File: src/rtl/core/cda_pkg.sv
// Package of the calendar date adder: widths, codes, calendar tables and the microprogram.
// Depends on nothing; used by the top level, its checker and the testbench.
package cda_pkg;

  localparam int MAX_YEAR   = 9999;
  localparam int AMT_W      = 15;
  localparam int AMT_MAX    = 2 ** AMT_W - 1;
  localparam int YEAR_IN_W  = 14;
  localparam int YEAR_W     = $clog2(MAX_YEAR + AMT_MAX + 1);
  localparam int N_W        = $clog2(AMT_MAX * 7 + 1);
  localparam int LEAP_CYCLE = 400;
  localparam int Q_W        = $clog2(LEAP_CYCLE);
  localparam int PC_W       = 4;

  localparam logic [3:0] DEC        = 4'd12;
  localparam logic [3:0] JAN        = 4'd1;
  localparam logic [3:0] FEB        = 4'd2;
  localparam logic [4:0] FEB_LEAP   = 5'd29;
  localparam logic [4:0] FEB_COMMON = 5'd28;
  localparam logic [3:0] MON_PER_YEAR = 4'd12;

  localparam logic [4:0] MONTH_LEN [12] = '{5'd31, 5'd28, 5'd31, 5'd30, 5'd31, 5'd30,
                                           5'd31, 5'd31, 5'd30, 5'd31, 5'd30, 5'd31};

  localparam logic [2:0] CMD_DAYS   = 3'd0;
  localparam logic [2:0] CMD_WEEKS  = 3'd1;
  localparam logic [2:0] CMD_MONTHS = 3'd2;
  localparam logic [2:0] CMD_YSTEP  = 3'd3;
  localparam logic [2:0] CMD_YDIR   = 3'd4;

  localparam logic [1:0] ST_OK       = 2'd0;
  localparam logic [1:0] ST_INVALID  = 2'd1;
  localparam logic [1:0] ST_OVERFLOW = 2'd2;

  typedef logic [3:0]      op_t;
  typedef logic [3:0]      cond_t;
  typedef logic [PC_W-1:0] pc_t;

  localparam op_t OP_NOP   = 4'd0;
  localparam op_t OP_LOAD  = 4'd1;
  localparam op_t OP_MOD   = 4'd2;
  localparam op_t OP_CHECK = 4'd3;
  localparam op_t OP_DAY   = 4'd4;
  localparam op_t OP_MON12 = 4'd5;
  localparam op_t OP_MON1  = 4'd6;
  localparam op_t OP_YSTEP = 4'd7;
  localparam op_t OP_YADD  = 4'd8;
  localparam op_t OP_CLAMP = 4'd9;
  localparam op_t OP_OVF   = 4'd10;
  localparam op_t OP_FIN   = 4'd11;

  localparam cond_t C_NONE     = 4'd0;
  localparam cond_t C_ALWAYS   = 4'd1;
  localparam cond_t C_WAIT_IN  = 4'd2;
  localparam cond_t C_Q_GE     = 4'd3;
  localparam cond_t C_INVALID  = 4'd4;
  localparam cond_t C_DISPATCH = 4'd5;
  localparam cond_t C_N_NZ     = 4'd6;
  localparam cond_t C_N_GE12   = 4'd7;
  localparam cond_t C_OUT_BUSY = 4'd8;

  localparam pc_t P_IDLE   = 4'd0;
  localparam pc_t P_MOD    = 4'd1;
  localparam pc_t P_CHECK  = 4'd2;
  localparam pc_t P_DISP   = 4'd3;
  localparam pc_t P_DAYS   = 4'd4;
  localparam pc_t P_DAYS_X = 4'd5;
  localparam pc_t P_MON12  = 4'd6;
  localparam pc_t P_MON1   = 4'd7;
  localparam pc_t P_MON_X  = 4'd8;
  localparam pc_t P_YSTEP  = 4'd9;
  localparam pc_t P_YDIR   = 4'd10;
  localparam pc_t P_YMOD   = 4'd11;
  localparam pc_t P_CLAMP  = 4'd12;
  localparam pc_t P_SPARE  = 4'd13;
  localparam pc_t P_OVF    = 4'd14;
  localparam pc_t P_FIN    = 4'd15;

  typedef struct packed {
    op_t   op;
    cond_t cond;
    pc_t   target;
  } uword_t;

  // Leap test on the year reduced modulo the 400-year cycle.
  function automatic logic is_leap(input logic [Q_W-1:0] q);
    return (q[1:0] == 2'd0) && (q != Q_W'(100)) && (q != Q_W'(200)) && (q != Q_W'(300));
  endfunction

  function automatic logic [4:0] month_days(input logic [3:0] m, input logic leap);
    logic [4:0] len;
    if (m == FEB) begin
      len = leap ? FEB_LEAP : FEB_COMMON;
    end else if (m >= JAN && m <= DEC) begin
      len = MONTH_LEN[m - 4'd1];
    end else begin
      len = 5'd0;
    end
    return len;
  endfunction

  function automatic pc_t dispatch(input logic [2:0] cmd);
    pc_t t;
    case (cmd)
      CMD_DAYS, CMD_WEEKS: t = P_DAYS;
      CMD_MONTHS:          t = P_MON12;
      CMD_YSTEP:           t = P_YSTEP;
      CMD_YDIR:            t = P_YDIR;
      default:             t = P_OVF;
    endcase
    return t;
  endfunction

  // When a jump is not taken the step counter moves to the next word.
  function automatic uword_t ucode(input pc_t pc);
    uword_t w;
    case (pc)
      P_IDLE:   w = '{OP_LOAD,  C_WAIT_IN,  P_IDLE};
      P_MOD:    w = '{OP_MOD,   C_Q_GE,     P_MOD};
      P_CHECK:  w = '{OP_CHECK, C_INVALID,  P_FIN};
      P_DISP:   w = '{OP_NOP,   C_DISPATCH, P_IDLE};
      P_DAYS:   w = '{OP_DAY,   C_N_NZ,     P_DAYS};
      P_DAYS_X: w = '{OP_NOP,   C_ALWAYS,   P_OVF};
      P_MON12:  w = '{OP_MON12, C_N_GE12,   P_MON12};
      P_MON1:   w = '{OP_MON1,  C_N_NZ,     P_MON1};
      P_MON_X:  w = '{OP_NOP,   C_ALWAYS,   P_OVF};
      P_YSTEP:  w = '{OP_YSTEP, C_ALWAYS,   P_OVF};
      P_YDIR:   w = '{OP_YADD,  C_NONE,     P_IDLE};
      P_YMOD:   w = '{OP_MOD,   C_Q_GE,     P_YMOD};
      P_CLAMP:  w = '{OP_CLAMP, C_ALWAYS,   P_OVF};
      P_OVF:    w = '{OP_OVF,   C_NONE,     P_IDLE};
      P_FIN:    w = '{OP_FIN,   C_OUT_BUSY, P_FIN};
      default:  w = '{OP_NOP,   C_ALWAYS,   P_IDLE};
    endcase
    return w;
  endfunction

endpackage

File: src/rtl/core/calendar_date_adder.sv
// Top level of the calendar date adder: a microcoded sequencer over a small date datapath.
// Depends on cda_pkg for widths, codes, calendar tables and the microprogram.
//
// Usage: one input word on the s_axis channel carries a command, an amount and a
// starting date; one output word on the m_axis channel carries the resulting date and a
// status (ok, invalid input date or year overflow; on either error the input date is echoed).
// Words move when tvalid and tready are both high. One item is worked at a time:
// s_axis_tready is high only while the sequencer waits in its idle step.
// After acceptance the sequencer reduces year_in modulo 400 for the leap cycle, checks
// the date, dispatches on the command and runs the command loop:
//   days and weeks: one month boundary crossed per loop step;
//   months: whole years of twelve months first, then single months;
//   years stepwise: one addition; years direct: addition, reduction modulo 400, clamp.
// A year overflow check follows. The day loop of the sequencer sets the worst case.
// The result sits in an output register; the next item is accepted while it waits.
// If the receiver stalls and a second result is ready, the sequencer holds in its
// final step until the output register is free.
// Reset returns the sequencer to its idle step and drops m_axis_tvalid.
module calendar_date_adder (
  input  logic        clk,
  input  logic        rst,
  input  logic        s_axis_tvalid,
  output logic        s_axis_tready,
  input  logic [39:0] s_axis_tdata,   // amount, day_in, month_in, year_in, zero fill
  input  logic [2:0]  s_axis_tuser,   // cmd
  output logic        m_axis_tvalid,
  input  logic        m_axis_tready,
  output logic [23:0] m_axis_tdata,   // day_out, month_out, year_out, zero fill
  output logic [1:0]  m_axis_tuser    // status
);

  localparam int YW = cda_pkg::YEAR_W;
  localparam int NW = cda_pkg::N_W;
  localparam int QW = cda_pkg::Q_W;
  localparam int YIW = cda_pkg::YEAR_IN_W;

  logic [2:0]     cmd;
  logic [14:0]    amount;
  logic [4:0]     day_in;
  logic [3:0]     month_in;
  logic [YIW-1:0] year_in;

  assign amount   = s_axis_tdata[14:0];
  assign day_in   = s_axis_tdata[19:15];
  assign month_in = s_axis_tdata[23:20];
  assign year_in  = s_axis_tdata[37:24];
  assign cmd      = s_axis_tuser;

  cda_pkg::pc_t    pc;
  cda_pkg::pc_t    pc_next;
  cda_pkg::uword_t cw;

  logic [2:0]     cmd_r;
  logic [NW-1:0]  n;
  logic [4:0]     d;
  logic [3:0]     m;
  logic [YW-1:0]  y;
  logic [YW-1:0]  q;
  logic [1:0]     st;
  logic [4:0]     d0;
  logic [3:0]     m0;
  logic [YIW-1:0] y0;

  logic [4:0]     out_day;
  logic [3:0]     out_month;
  logic [YIW-1:0] out_year;
  logic [1:0]     out_status;

  logic          leap_cur;
  logic          leap_nxt;
  logic [QW-1:0] q_inc9;
  logic [YW-1:0] q_inc;
  logic [4:0]    len_cur;
  logic [4:0]    left;
  logic [3:0]    m_adv;
  logic [YW-1:0] y_adv;
  logic [YW-1:0] q_adv;
  logic [4:0]    len_adv;
  logic [4:0]    feb_len;
  logic [YW-1:0] y_sum;
  logic          q_ge;
  logic          invalid;
  logic          n_nz;
  logic          n_ge12;
  logic          out_busy;
  logic          out_load;
  logic          cond_hit;

  assign cw = cda_pkg::ucode(pc);

  assign leap_cur = cda_pkg::is_leap(q[QW-1:0]);
  assign q_inc9   = (q[QW-1:0] == QW'(cda_pkg::LEAP_CYCLE - 1)) ? '0 : q[QW-1:0] + 1'b1;
  assign q_inc    = YW'(q_inc9);
  assign leap_nxt = cda_pkg::is_leap(q_inc9);
  assign len_cur  = cda_pkg::month_days(m, leap_cur);
  assign left     = len_cur - d;
  assign m_adv    = (m == cda_pkg::DEC) ? cda_pkg::JAN : m + 4'd1;
  assign y_adv    = (m == cda_pkg::DEC) ? y + 1'b1 : y;
  assign q_adv    = (m == cda_pkg::DEC) ? q_inc : q;
  assign len_adv  = cda_pkg::month_days(m_adv, leap_cur);
  assign y_sum    = y + YW'(n);

  // A full year of months from January passes this year's February, otherwise next year's.
  assign feb_len = (m == cda_pkg::JAN) ?
                   (leap_cur ? cda_pkg::FEB_LEAP : cda_pkg::FEB_COMMON) :
                   (leap_nxt ? cda_pkg::FEB_LEAP : cda_pkg::FEB_COMMON);

  assign q_ge    = q >= YW'(cda_pkg::LEAP_CYCLE);
  assign invalid = (len_cur == 5'd0) || (d == 5'd0) || (d > len_cur) ||
                   (y == '0) || (y > YW'(cda_pkg::MAX_YEAR));
  assign n_nz    = n != '0;
  assign n_ge12  = n >= NW'(cda_pkg::MON_PER_YEAR);

  assign out_busy = m_axis_tvalid && !m_axis_tready;
  assign out_load = (cw.op == cda_pkg::OP_FIN) && !out_busy;

  assign s_axis_tready = (pc == cda_pkg::P_IDLE);

  always_comb begin
    case (cw.cond)
      cda_pkg::C_NONE:     cond_hit = 1'b0;
      cda_pkg::C_ALWAYS:   cond_hit = 1'b1;
      cda_pkg::C_WAIT_IN:  cond_hit = !s_axis_tvalid;
      cda_pkg::C_Q_GE:     cond_hit = q_ge;
      cda_pkg::C_INVALID:  cond_hit = invalid;
      cda_pkg::C_N_NZ:     cond_hit = n_nz;
      cda_pkg::C_N_GE12:   cond_hit = n_ge12;
      cda_pkg::C_OUT_BUSY: cond_hit = out_busy;
      default:             cond_hit = 1'b0;
    endcase
    if (cw.cond == cda_pkg::C_DISPATCH) begin
      pc_next = cda_pkg::dispatch(cmd_r);
    end else if (cond_hit) begin
      pc_next = cw.target;
    end else begin
      pc_next = pc + 1'b1;
    end
  end

  always_ff @(posedge clk) begin
    if (rst) begin
      pc <= cda_pkg::P_IDLE;
    end else begin
      pc <= pc_next;
    end
  end

  always_ff @(posedge clk) begin
    case (cw.op)
      cda_pkg::OP_LOAD: begin
        if (s_axis_tvalid) begin
          cmd_r <= cmd;
          d     <= day_in;
          m     <= month_in;
          y     <= YW'(year_in);
          q     <= YW'(year_in);
          d0    <= day_in;
          m0    <= month_in;
          y0    <= year_in;
          st    <= cda_pkg::ST_OK;
          if (cmd == cda_pkg::CMD_WEEKS) begin
            n <= NW'({amount, 3'b000}) - NW'(amount);
          end else begin
            n <= NW'(amount);
          end
        end
      end
      cda_pkg::OP_MOD: begin
        if (q_ge) begin
          q <= q - YW'(cda_pkg::LEAP_CYCLE);
        end
      end
      cda_pkg::OP_CHECK: begin
        st <= invalid ? cda_pkg::ST_INVALID : cda_pkg::ST_OK;
      end
      cda_pkg::OP_DAY: begin
        if (n <= NW'(left)) begin
          d <= d + n[4:0];
          n <= '0;
        end else begin
          n <= n - NW'(left) - 1'b1;
          d <= 5'd1;
          m <= m_adv;
          y <= y_adv;
          q <= q_adv;
        end
      end
      cda_pkg::OP_MON12: begin
        if (n_ge12) begin
          n <= n - NW'(cda_pkg::MON_PER_YEAR);
          y <= y + 1'b1;
          q <= q_inc;
          if (d > feb_len) begin
            d <= feb_len;
          end
        end
      end
      cda_pkg::OP_MON1: begin
        if (n_nz) begin
          n <= n - 1'b1;
          m <= m_adv;
          y <= y_adv;
          q <= q_adv;
          if (d > len_adv) begin
            d <= len_adv;
          end
        end
      end
      cda_pkg::OP_YSTEP: begin
        y <= y_sum;
        // The year after a leap year is common, so a leap day is lost at the first step.
        if (n_nz && m == cda_pkg::FEB && d == cda_pkg::FEB_LEAP) begin
          d <= cda_pkg::FEB_COMMON;
        end
      end
      cda_pkg::OP_YADD: begin
        y <= y_sum;
        q <= y_sum;
      end
      cda_pkg::OP_CLAMP: begin
        if (d > len_cur) begin
          d <= len_cur;
        end
      end
      cda_pkg::OP_OVF: begin
        if (y > YW'(cda_pkg::MAX_YEAR)) begin
          st <= cda_pkg::ST_OVERFLOW;
        end
      end
      default: begin
      end
    endcase
  end

  always_ff @(posedge clk) begin
    if (out_load) begin
      out_status <= st;
      if (st != cda_pkg::ST_OK) begin
        out_day   <= d0;
        out_month <= m0;
        out_year  <= y0;
      end else begin
        out_day   <= d;
        out_month <= m;
        out_year  <= y[YIW-1:0];
      end
    end
  end

  always_ff @(posedge clk) begin
    if (rst) begin
      m_axis_tvalid <= 1'b0;
    end else if (out_load) begin
      m_axis_tvalid <= 1'b1;
    end else if (m_axis_tready) begin
      m_axis_tvalid <= 1'b0;
    end
  end

  assign m_axis_tdata = {1'b0, out_year, out_month, out_day};
  assign m_axis_tuser = out_status;

endmodule

File: config.mk
export PLATFORM = sky130hd
export DESIGN_NAME = calendar_date_adder
export DESIGN_NICKNAME = d
export VERILOG_FILES = /design/src/rtl/core/cda_pkg.sv /design/src/rtl/core/calendar_date_adder.sv
export SDC_FILE = /design/constraint.sdc
export NUM_CORES = 1
export LEC_CHECK = 0
export ABC_CLOCK_PERIOD_IN_PS = 12900
export CORE_ASPECT_RATIO = 1.4
export CORE_MARGIN = 8
export CORE_UTILIZATION = 28
export DETAILED_ROUTE_END_ITERATION = 8
export DONT_BUFFER_PORTS = 1
export PLACE_DENSITY = 0.38
export SYNTH_ARGS = -nofsm -noshare
export SYNTH_HDL_FRONTEND = slang
export SYNTH_SLANG_ARGS = --single-unit
File: constraint.sdc
create_clock -name clk -period 12.9 [get_ports clk]
set_clock_uncertainty 0.1 [all_clocks]
set_input_delay 2.58 -clock clk [delete_from_list [all_inputs] [get_ports clk]]
set_output_delay 2.58 -clock clk [all_outputs]
set_load 0.01 [all_outputs]
==> results.ini, run 1 <==
[status]
status = complete, no violations

[drt]
post_drt_wl_per_cell_microns = 20.9
dr.pass1.iters = 5
via_per_inst = 5.30
final_antenna_net_count = 0
drc = 0
routed_wl_microns = 33500
drt-initial-drc-count = 422
num_vias = 8502

[yosys]
synth_edf_count = 112
ys_types = 84
async_flop_share_pct = 0
syn_inst = 1134
synthFlopType = edfxtp_1
synth.avg_cell_area_sq_um = 9.07
ys_seq_elements = 129
syn-num-nets = 1263
synth_top_area_share_pct = 32.7
yosysSeqAreaShare_pct = 36.0
synth_area_leader_cell = edfxtp_1
synth_area_sq_um = 10300
synth_area_leaders = edfxtp_1 33%, ha_1 9.5%, nand2_1 4.0%, nor2_1 3.4%, dfxtp_1 3.3%
yosysWarnings = 0

[clocking]
clock-root-buffer = clkbuf_16
cts.sinks = 129
cts_setup_buffers = 0
holdBufCountCts = 0
h-tree-depth = 4
clock_path_buffers = 2
clock_latency_ns = 0.46
cts.reportedPaths.clkPinSlew_ns = 0.06
cts_buffers = 17
cts_tree = done
cts_resized = 0

[timing]
worst_slack_ns = 7.06
rsz0062_at_grt = no
tightest_slew_ns = 1.03
maxSlewViolCount = 0
setup_violations = 0
post-route-min-period_ns = 5.84
finalSetupTns_ns = 0
min_period_over_period_pct = 45.3
fmax_mhz = 171
hold_viol = 0
slew_headroom_pct = 30.8

[global_route]
grt.total_usage_pct = 15.8
antenna_found_initial = 0
grt_max_degree = 26
gr-total-overflow = 0
grt_pass1_vias = 8916
grt_pass1_wl_microns = 52400

[floorplanning]
ios = 75
initial_core_util_pct = 28.2
dieArea_sq_um = 43200
core.rowCount = 83
die_y_microns = 243
core_sq_um = 36500
die_x_microns = 178

[layout]
final_area_sq_um = 11400
fin_util_pct = 31.3
final_cell_count_no_fill = 1604
diodes = 0
area_growth_pct = 11.0
finish.net_count = 1253
drive_above_1_share_pct = 8.18

[setup_path]
worst_ep_arrival_time_ns = 6.06
cpPeakStageDelay_ns = 0.56
path_common_cell = ha_1
end_kind = register
crit_path_top_delay_cell = o21ai_1
critPathRequiredTime_ns = 13.12
crit_chain = inv_1 -> ha_1 -> mux2_2 -> a221oi_1 -> o22ai_1 -> ha_1 -> fa_1 -> inv_1 -> a21o_1 -> a21oi_1 -> xor2_1 -> ha_1 -> and4b_1 -> o21ai_0 -> nand3_1 -> nand3_1 -> o21ai_1 -> a31oi_1 -> a31oi_1 -> a221o_1
crit_path_start_kind = register
worstSetupPathType = reg2reg
cp_max_fo = 12
rrSetupSlack_ns = 7.06

[power]
vdd_drop_max_v = 0.000109
power_density_nw_per_um2 = 294
total_leakage_power_nw = 4.35

[placement]
dp.cells = 1572
portBuffers = 0
dp_slack_ns = 7.07
placed_area_sq_um = 10800
dp.final_hpwl_microns = 26400
gp_congestion = 0.807

[run]
maxCapViolations = 0

[hold_path]
hp-class = reg2reg

## report_power, final
part / internal [W] / leakage, nW / total, W / switching [W]
Sequential: 0.000687 / 1.19 / 0.000954 / 0.000268
Clock: 0.000301 / 0.299 / 0.000496 / 0.000195
Combinational: 0.000762 / 2.85 / 0.00190 / 0.00114
## final cells by class
class | count | area, sq um
Clock inverter | 6 | 38.8
Multi-Input combinational cell | 896 | 6170
Inverter | 66 | 248
Timing Repair Buffer | 14 | 105
Sequential cell | 129 | 3700
Clock buffer | 26 | 562
Tap cell | 467 | 584
Fill cell | 3800 | 25000
## registers in the layout, summed over array words and instances, names as in the netlist, 2 cells and up
signal	flops
d0	5
d	5
st	2
cmd_r	3
out_day	5
pc	4
m_axis_tuser	2
cw	12
q	16
y	16
out_year	14
m	4
y0	14
n	18
out_month	4
m0	4
## path summary, 6_finish.rpt
kind,from,end,cells after the start
hold reg to reg,st[1],m_axis_tuser[1],0
setup / recovery,m[0],n[13],20
setup reg to reg,m[0],n[13],20
hold / removal,st[1],m_axis_tuser[1],0
## cell families after synthesis
group | Yosys count | synth area share, %
compound gates | 309 | 20.2
xor+xnor | 70 | 5.96
fa+ha+maj | 82 | 10.3
buf+inv | 109 | 4.16
flops | 129 | 36.0
mux | 46 | 4.79
other cells | 1 | 0.0365
simple gates | 388 | 18.6
## Yosys cell counts (all sizes together), types with 14 or more instances
library cell and number:
xnor2 37, edfxtp 112, clkbuf 34, xor2 33
mux2i 20, mux2 26, inv 66, nor2b 21
o21ai 62, a21o 19, o31ai 14, nand2 109
nor2 92, a31oi 18, a21oi 66, ha 78
dfxtp 17, nor4 15, a22oi 14, nand3 35
nor3 33
## placed cells by master, fill, tap and decap left out, types with 6 or more instances in the layout
cell type | synthesis | routed
edfxtp_1 | 112 | 112
nand2_1 | 109 | 109
nor2_1 | 92 | 91
ha_1 | 78 | 78
a21oi_1 | 66 | 66
inv_1 | 65 | 65
o21ai_0 | 61 | 61
xnor2_1 | 37 | 37
nand3_1 | 35 | 35
xor2_1 | 33 | 33
nor3_1 | 33 | 31
mux2_2 | 25 | 25
nor2b_1 | 21 | 21
clkbuf_16 | 0 | 21
mux2i_1 | 20 | 20
a21o_1 | 19 | 19
a31oi_1 | 18 | 18
dfxtp_1 | 17 | 17
a22oi_1 | 14 | 14
o31ai_1 | 14 | 14
buf_4 | 1 | 14
nand2b_1 | 13 | 13
o211ai_1 | 13 | 13
nor4_1 | 13 | 13
and3_1 | 13 | 13
o22ai_1 | 12 | 12
or3_1 | 11 | 11
nand4_1 | 11 | 11
o221ai_1 | 11 | 11
o21a_1 | 8 | 8
a211oi_1 | 9 | 8
o21bai_1 | 7 | 7
a221oi_1 | 6 | 6
or2_2 | 6 | 6
## critical path, delay by kind of cell (launching register included)
kind	cells	cell delay [ns]
adders and majority gates	4	1.40
buffers and inverters	2	0.35
xor gates and xnor gates	1	0.19
and+or+nand+nor	3	0.85
AOI/OAI and AO/OA	9	1.92
muxes	1	0.36
DFF	1	0.55
## per-stage QoR
step	power (W)	hold WS, ns
6_report	0.00335	0.418
5_1_grt	0.00365	0.441
4_1_cts	0.00340	0.419
3_5_place_dp	0.00288	0.403
3_3_place_gp	0.00289	0.398
2_1_floorplan	0.00228	0.327
## routing by layer
layer  global-route usage, %  routed length, microns  vias up
met4                    5.85                     878        0
met1                    17.9                   13900     4076
li1                        -                       -     4227
met2                    28.2                   17300      153
met5                       0                       0        -
met3                    3.51                    1320       46
(Power assumes the default switching activity.)
==> inputs of run 2 (changes only) <==
Settings changed: ABC_CLOCK_PERIOD_IN_PS 12900 to 4800, PLACE_DENSITY 0.38 to 0.4.
Clock period 12.9 ns to 4.8 ns, I/O delays scaled along.
==> results.ini, run 2 (synthesis results as in run 1) <==
[layout]
drive_above_1_share_pct = 15.4
layout_commonest_cell = edfxtp_1
largest_reg_flops = 18
area_growth_pct = 17.5
largest_register = n
diodes = 0
final_cell_mix = 112 x edfxtp_1, 108 x nand2_1, 88 x nor2_1
top_regs = n: 18 flops, q: 16 flops, y: 16 flops
final_area_sq_um = 12100
finish.net_count = 1314

[floorplanning]
core_sq_um = 36500
die_x_microns = 178
ios = 75
dieArea_sq_um = 43200
die_y_microns = 243
initial_core_util_pct = 28.2
core.rowCount = 83

[global_route]
grt_pass1_wl_microns = 53000
gr-total-overflow = 0
grt.total_usage_pct = 15.9
grt_max_degree = 26
antenna_found_initial = 0
grt_pass1_vias = 9113

[timing]
tightest_slew_ns = 0.767
setup_violations = 0
maxSlewViolCount = 0
min_period_over_period_pct = 95.9
slew_headroom_pct = 48.8
finalSetupTns_ns = 0
post-route-min-period_ns = 4.60
rsz0062_at_grt = yes
fmax_mhz = 217
hold_viol = 0
worst_slack_ns = 0.195

[clocking]
cts_tree = done
cts.sinks = 129
h-tree-depth = 4
clock_path_buffers = 2
clock_latency_ns = 0.44
cts.reportedPaths.clkPinSlew_ns = 0.06
cts_buffers = 17
clock-root-buffer = clkbuf_16

[drt]
num_vias = 8832
routed_wl_microns = 33900
dr_wl_met2_microns = 17700
dr.pass1.iters = 5
drc = 0
dr.max_layer_used = met4
post_drt_wl_per_cell_microns = 20.4
drt-initial-drc-count = 553
final_antenna_net_count = 0
wl_met1_microns = 14100
wl_met3_microns = 1460
via_per_inst = 5.30

[power]
vdd_drop_max_v = 0.000373
total_leakage_power_nw = 4.69
totalPowerFinal_w = 0.00971
power_density_nw_per_um2 = 803

[placement]
dp_slack_ns = -0.0274
gp_congestion = 0.828
placed_area_sq_um = 11300
portBuffers = 0
dp.final_hpwl_microns = 26900

[setup_path]
cp_max_fo = 9
rrSetupSlack_ns = 0.20
crit_path_start_kind = register
critPathRequiredTime_ns = 4.89
worst_ep_arrival_time_ns = 4.69
worstSetupPathType = reg2reg
end_kind = register

[hold_path]
hp-class = reg2reg

[run]
maxCapViolations = 0

[status]
status = complete, no violations

## run 2: metal layers
metal	vias to the layer above	GRT usage, %
met5	-	0
met4	0	5.70
met3	39	3.39
met2	165	28.5
met1	4285	18.0
li1	4343	-
## run 2: where the power goes
group	internal [W]	total [W]	switching [W]
sequential	0.00184	0.00247	0.000631
combinational	0.00253	0.00588	0.00334
clock	0.000848	0.00136	0.000511
total	0.00522	0.00971	0.00449
## run 2: cell type report
| cell class | instances | area (sq um) |
|---|---|---|
| clock buffer | 27 | 593 |
| fill | 3764 | 24400 |
| tap | 467 | 584 |
| timing repair buffer | 75 | 588 |
| clock inverter | 5 | 32.5 |
| sequential | 129 | 3700 |
| multi-input combinational | 896 | 6330 |
| inverter | 66 | 248 |
## run 2: critical path: stages (launching register included)
cell	delay, ns
edfxtp_1	0.38
buf_4	0.19
ha_1	0.27
or4b_1	0.50
o22ai_2	0.20
inv_1	0.12
ha_1	0.32
a21o_1	0.16
a21oi_1	0.17
xor2_1	0.23
ha_1	0.30
and4b_2	0.27
o21ai_2	0.07
nand3_2	0.11
and3_4	0.23
nor2_4	0.17
a2bb2oi_2	0.15
a31oi_1	0.12
a221o_1	0.29
## run 2: final timing paths
| kind | from | endpoint | depth (start not counted) |
|---|---|---|---|
| worst min register to register | st[1] | m_axis_tuser[1] | 0 |
| worst max register to register | m[0] | n[13] | 18 |
| worst min-delay path | st[1] | m_axis_tuser[1] | 0 |
| worst max-delay path | m[0] | n[13] | 18 |
## run 2: what timing repair did
action                                  CTS  global route
buffers inserted                          0             3
endpoints found under the setup margin   15            59
gates cloned                              0             0
hold buffers                              0             0
pin swaps                                 0            13
resized for setup                         3            32
## run 2: stage by stage
stage	instances	util, %	hold slack (ns)
6_report	1665	33.1	0.439
5_1_grt	1665	33.1	0.442
4_1_cts	1662	32.8	0.428
3_5_place_dp	1630	31.0	0.411
3_3_place_gp	1630	31.0	0.402
2_1_floorplan	1134	-	0.327
==> inputs of run 3 (changes only) <==
==> constraint.sdc (replaced) <==
create_clock -name clk -period 4.8 [get_ports clk]
set_clock_uncertainty 0.1 [all_clocks]
set_input_delay 0.96 -clock clk [delete_from_list [all_inputs] [get_ports clk]]
set_output_delay 0.96 -clock clk [all_outputs]
set_load 0.1 [all_outputs]
==> results.ini, run 3 (synthesis results as in run 1) <==
[status]
status = complete, no violations

[clocking]
cts_tree = done
clock_path_buffers = 2
h-tree-depth = 4
cts.sinks = 129
cts_buffers = 17
clock_latency_ns = 0.45
cts.reportedPaths.clkPinSlew_ns = 0.06
clock-root-buffer = clkbuf_16

[floorplanning]
core_sq_um = 36500
core.rowCount = 83
die_y_microns = 243
ios = 75
initial_core_util_pct = 28.2
die_x_microns = 178
dieArea_sq_um = 43200

[drt]
num_vias = 8891
dr.pass1.iters = 7
routed_wl_microns = 34300
drc = 0
final_antenna_net_count = 0
via_per_inst = 5.32
post_drt_wl_per_cell_microns = 20.5
drt-initial-drc-count = 541

[layout]
largest_reg_flops = 18
fill_cells = 3769
top_regs = n: 18 flops, q: 16 flops, y: 16 flops
largest_register = n
diodes = 0
final_cell_mix = 112 x edfxtp_1, 108 x nand2_1, 88 x nor2_1
area_growth_pct = 18.3
drive_above_1_share_pct = 16.7
finish.net_count = 1320
layout_commonest_cell = edfxtp_1
multi_input_area_sq_um = 6380
seqCellArea_sq_um = 3700
fin_util_pct = 33.4

[power]
power_frac_clock_pct = 13.1
swShare_pct = 47.0
pwr-share-comb_pct = 61.4
total_leakage_power_nw = 4.72
internal-power_w = 0.00524
switching_power_w = 0.00466
power_density_nw_per_um2 = 813
vdd_drop_max_v = 0.000351
p_seq_share_pct = 25.6

[global_route]
gr-total-overflow = 0
antenna_found_initial = 0
grt.total_usage_pct = 16.0
grt_pass1_vias = 9331
grt_max_degree = 26
grt_pass1_wl_microns = 53800

[setup_path]
cp-startpoint = m[0]
critical_path.top_delay_family = compound AO/OA/AOI/OAI gates
worstSetupPathType = reg2reg
cp_max_fo = 5
critPathRequiredTime_ns = 4.89
crit_path_start_kind = register
end_kind = register
crit_chain = inv_2 -> buf_4 -> ha_2 -> mux2_2 -> a221oi_2 -> o22ai_2 -> ha_2 -> fa_2 -> inv_1 -> a21o_1 -> a21oi_1 -> xor2_1 -> ha_1 -> buf_4 -> a211oi_2 -> nand3_2 -> and3_4 -> nor2_4 -> a2bb2oi_2 -> a31oi_1 -> a221o_1
crit_path_top_delay_cell = edfxtp_1
crit_buf_inv = 4
cpPeakStageDelay_ns = 0.36
worst_ep_arrival_time_ns = 4.68
reg2reg_from = m[0]

[timing]
tightest_slew_ns = 0.914
fmax_mhz = 218
min_period_over_period_pct = 95.5
slew_headroom_pct = 39.2
maxSlewViolCount = 0
worst_slack_ns = 0.217
post-route-min-period_ns = 4.58
setup_violations = 0
hold_viol = 0

[run]
maxCapViolations = 0

[placement]
gp_congestion = 0.835
dp_slack_ns = -0.0594
portBuffers = 0
dp.final_hpwl_microns = 27000

[hold_path]
holdCritStartpoint = st[1]
hp-class = reg2reg

-- run 3: cell types whose count changed in the layout (fill, tap and decap cells not counted), sizes merged --
| cell | delta |
|---|---|
| clkbuf | -4 |
| clkinvlp | -1 |
| buf | +5 |
| clkinv | +1 |
| inv | +5 |
-- run 3: final timing paths --
kind / endpoint / slack, ns / cells after the start
max: n[13] / 0.22 / 21
min: m_axis_tuser[1] / 0.41 / 0
max reg2reg: n[13] / 0.22 / 21
min reg2reg: m_axis_tuser[1] / 0.41 / 0
-- run 3: power groups by stage --
stage | clock network [W] | logic, W | registers, W
3_3_place_gp | 0 | 0.00577 | 0.00254
2_1_floorplan | 0 | 0.00402 | 0.00222
4_1_cts | 0.00133 | 0.00581 | 0.00252
5_1_grt | 0.00137 | 0.00670 | 0.00260
3_5_place_dp | 0 | 0.00576 | 0.00254
6_report | 0.00129 | 0.00607 | 0.00253
-- run 3: per-stage QoR --
step | area (sq um) | std cells | power, W | hold WS, ns | TNS, ns
floorplan | 10300 | 1134 | 0.00625 | 0.327 | 0
global placement | 11300 | 1630 | 0.00831 | 0.400 | -0.00882
detailed placement | 11300 | 1630 | 0.00830 | 0.399 | -0.757
CTS | 11900 | 1662 | 0.00967 | 0.415 | 0
global route | 12200 | 1671 | 0.0107 | 0.427 | -0.229
finish | 12200 | 1671 | 0.00990 | 0.410 | 0
-- run 3: layout make-up --
class	instances	area share, %
tap	467	4.80
sequential	129	30.4
multi-input combinational	896	52.4
timing repair buffer	81	5.54
inverter	66	2.04
clock inverter	10	0.555
clock buffer	22	4.18
-- run 3: what timing repair did --
| item | 4_1_cts | 5_1_grt |
|---|---|---|
| pin swaps | 0 | 18 |
| gates cloned | 0 | 1 |
| setup buffers | 0 | 8 |
| hold buffers | 0 | 0 |
| gates resized for setup | 2 | 44 |
| setup endpoints to repair | 34 | 62 |
-- run 3: per-layer routing --
layer	up-vias	GRT usage (%)	part of all wire (%)
li1	4354	-	-
met1	4299	18.3	41
met2	190	28.7	52
met3	48	2.98	4.1
met4	0	6.24	2.7
met5	-	0	0
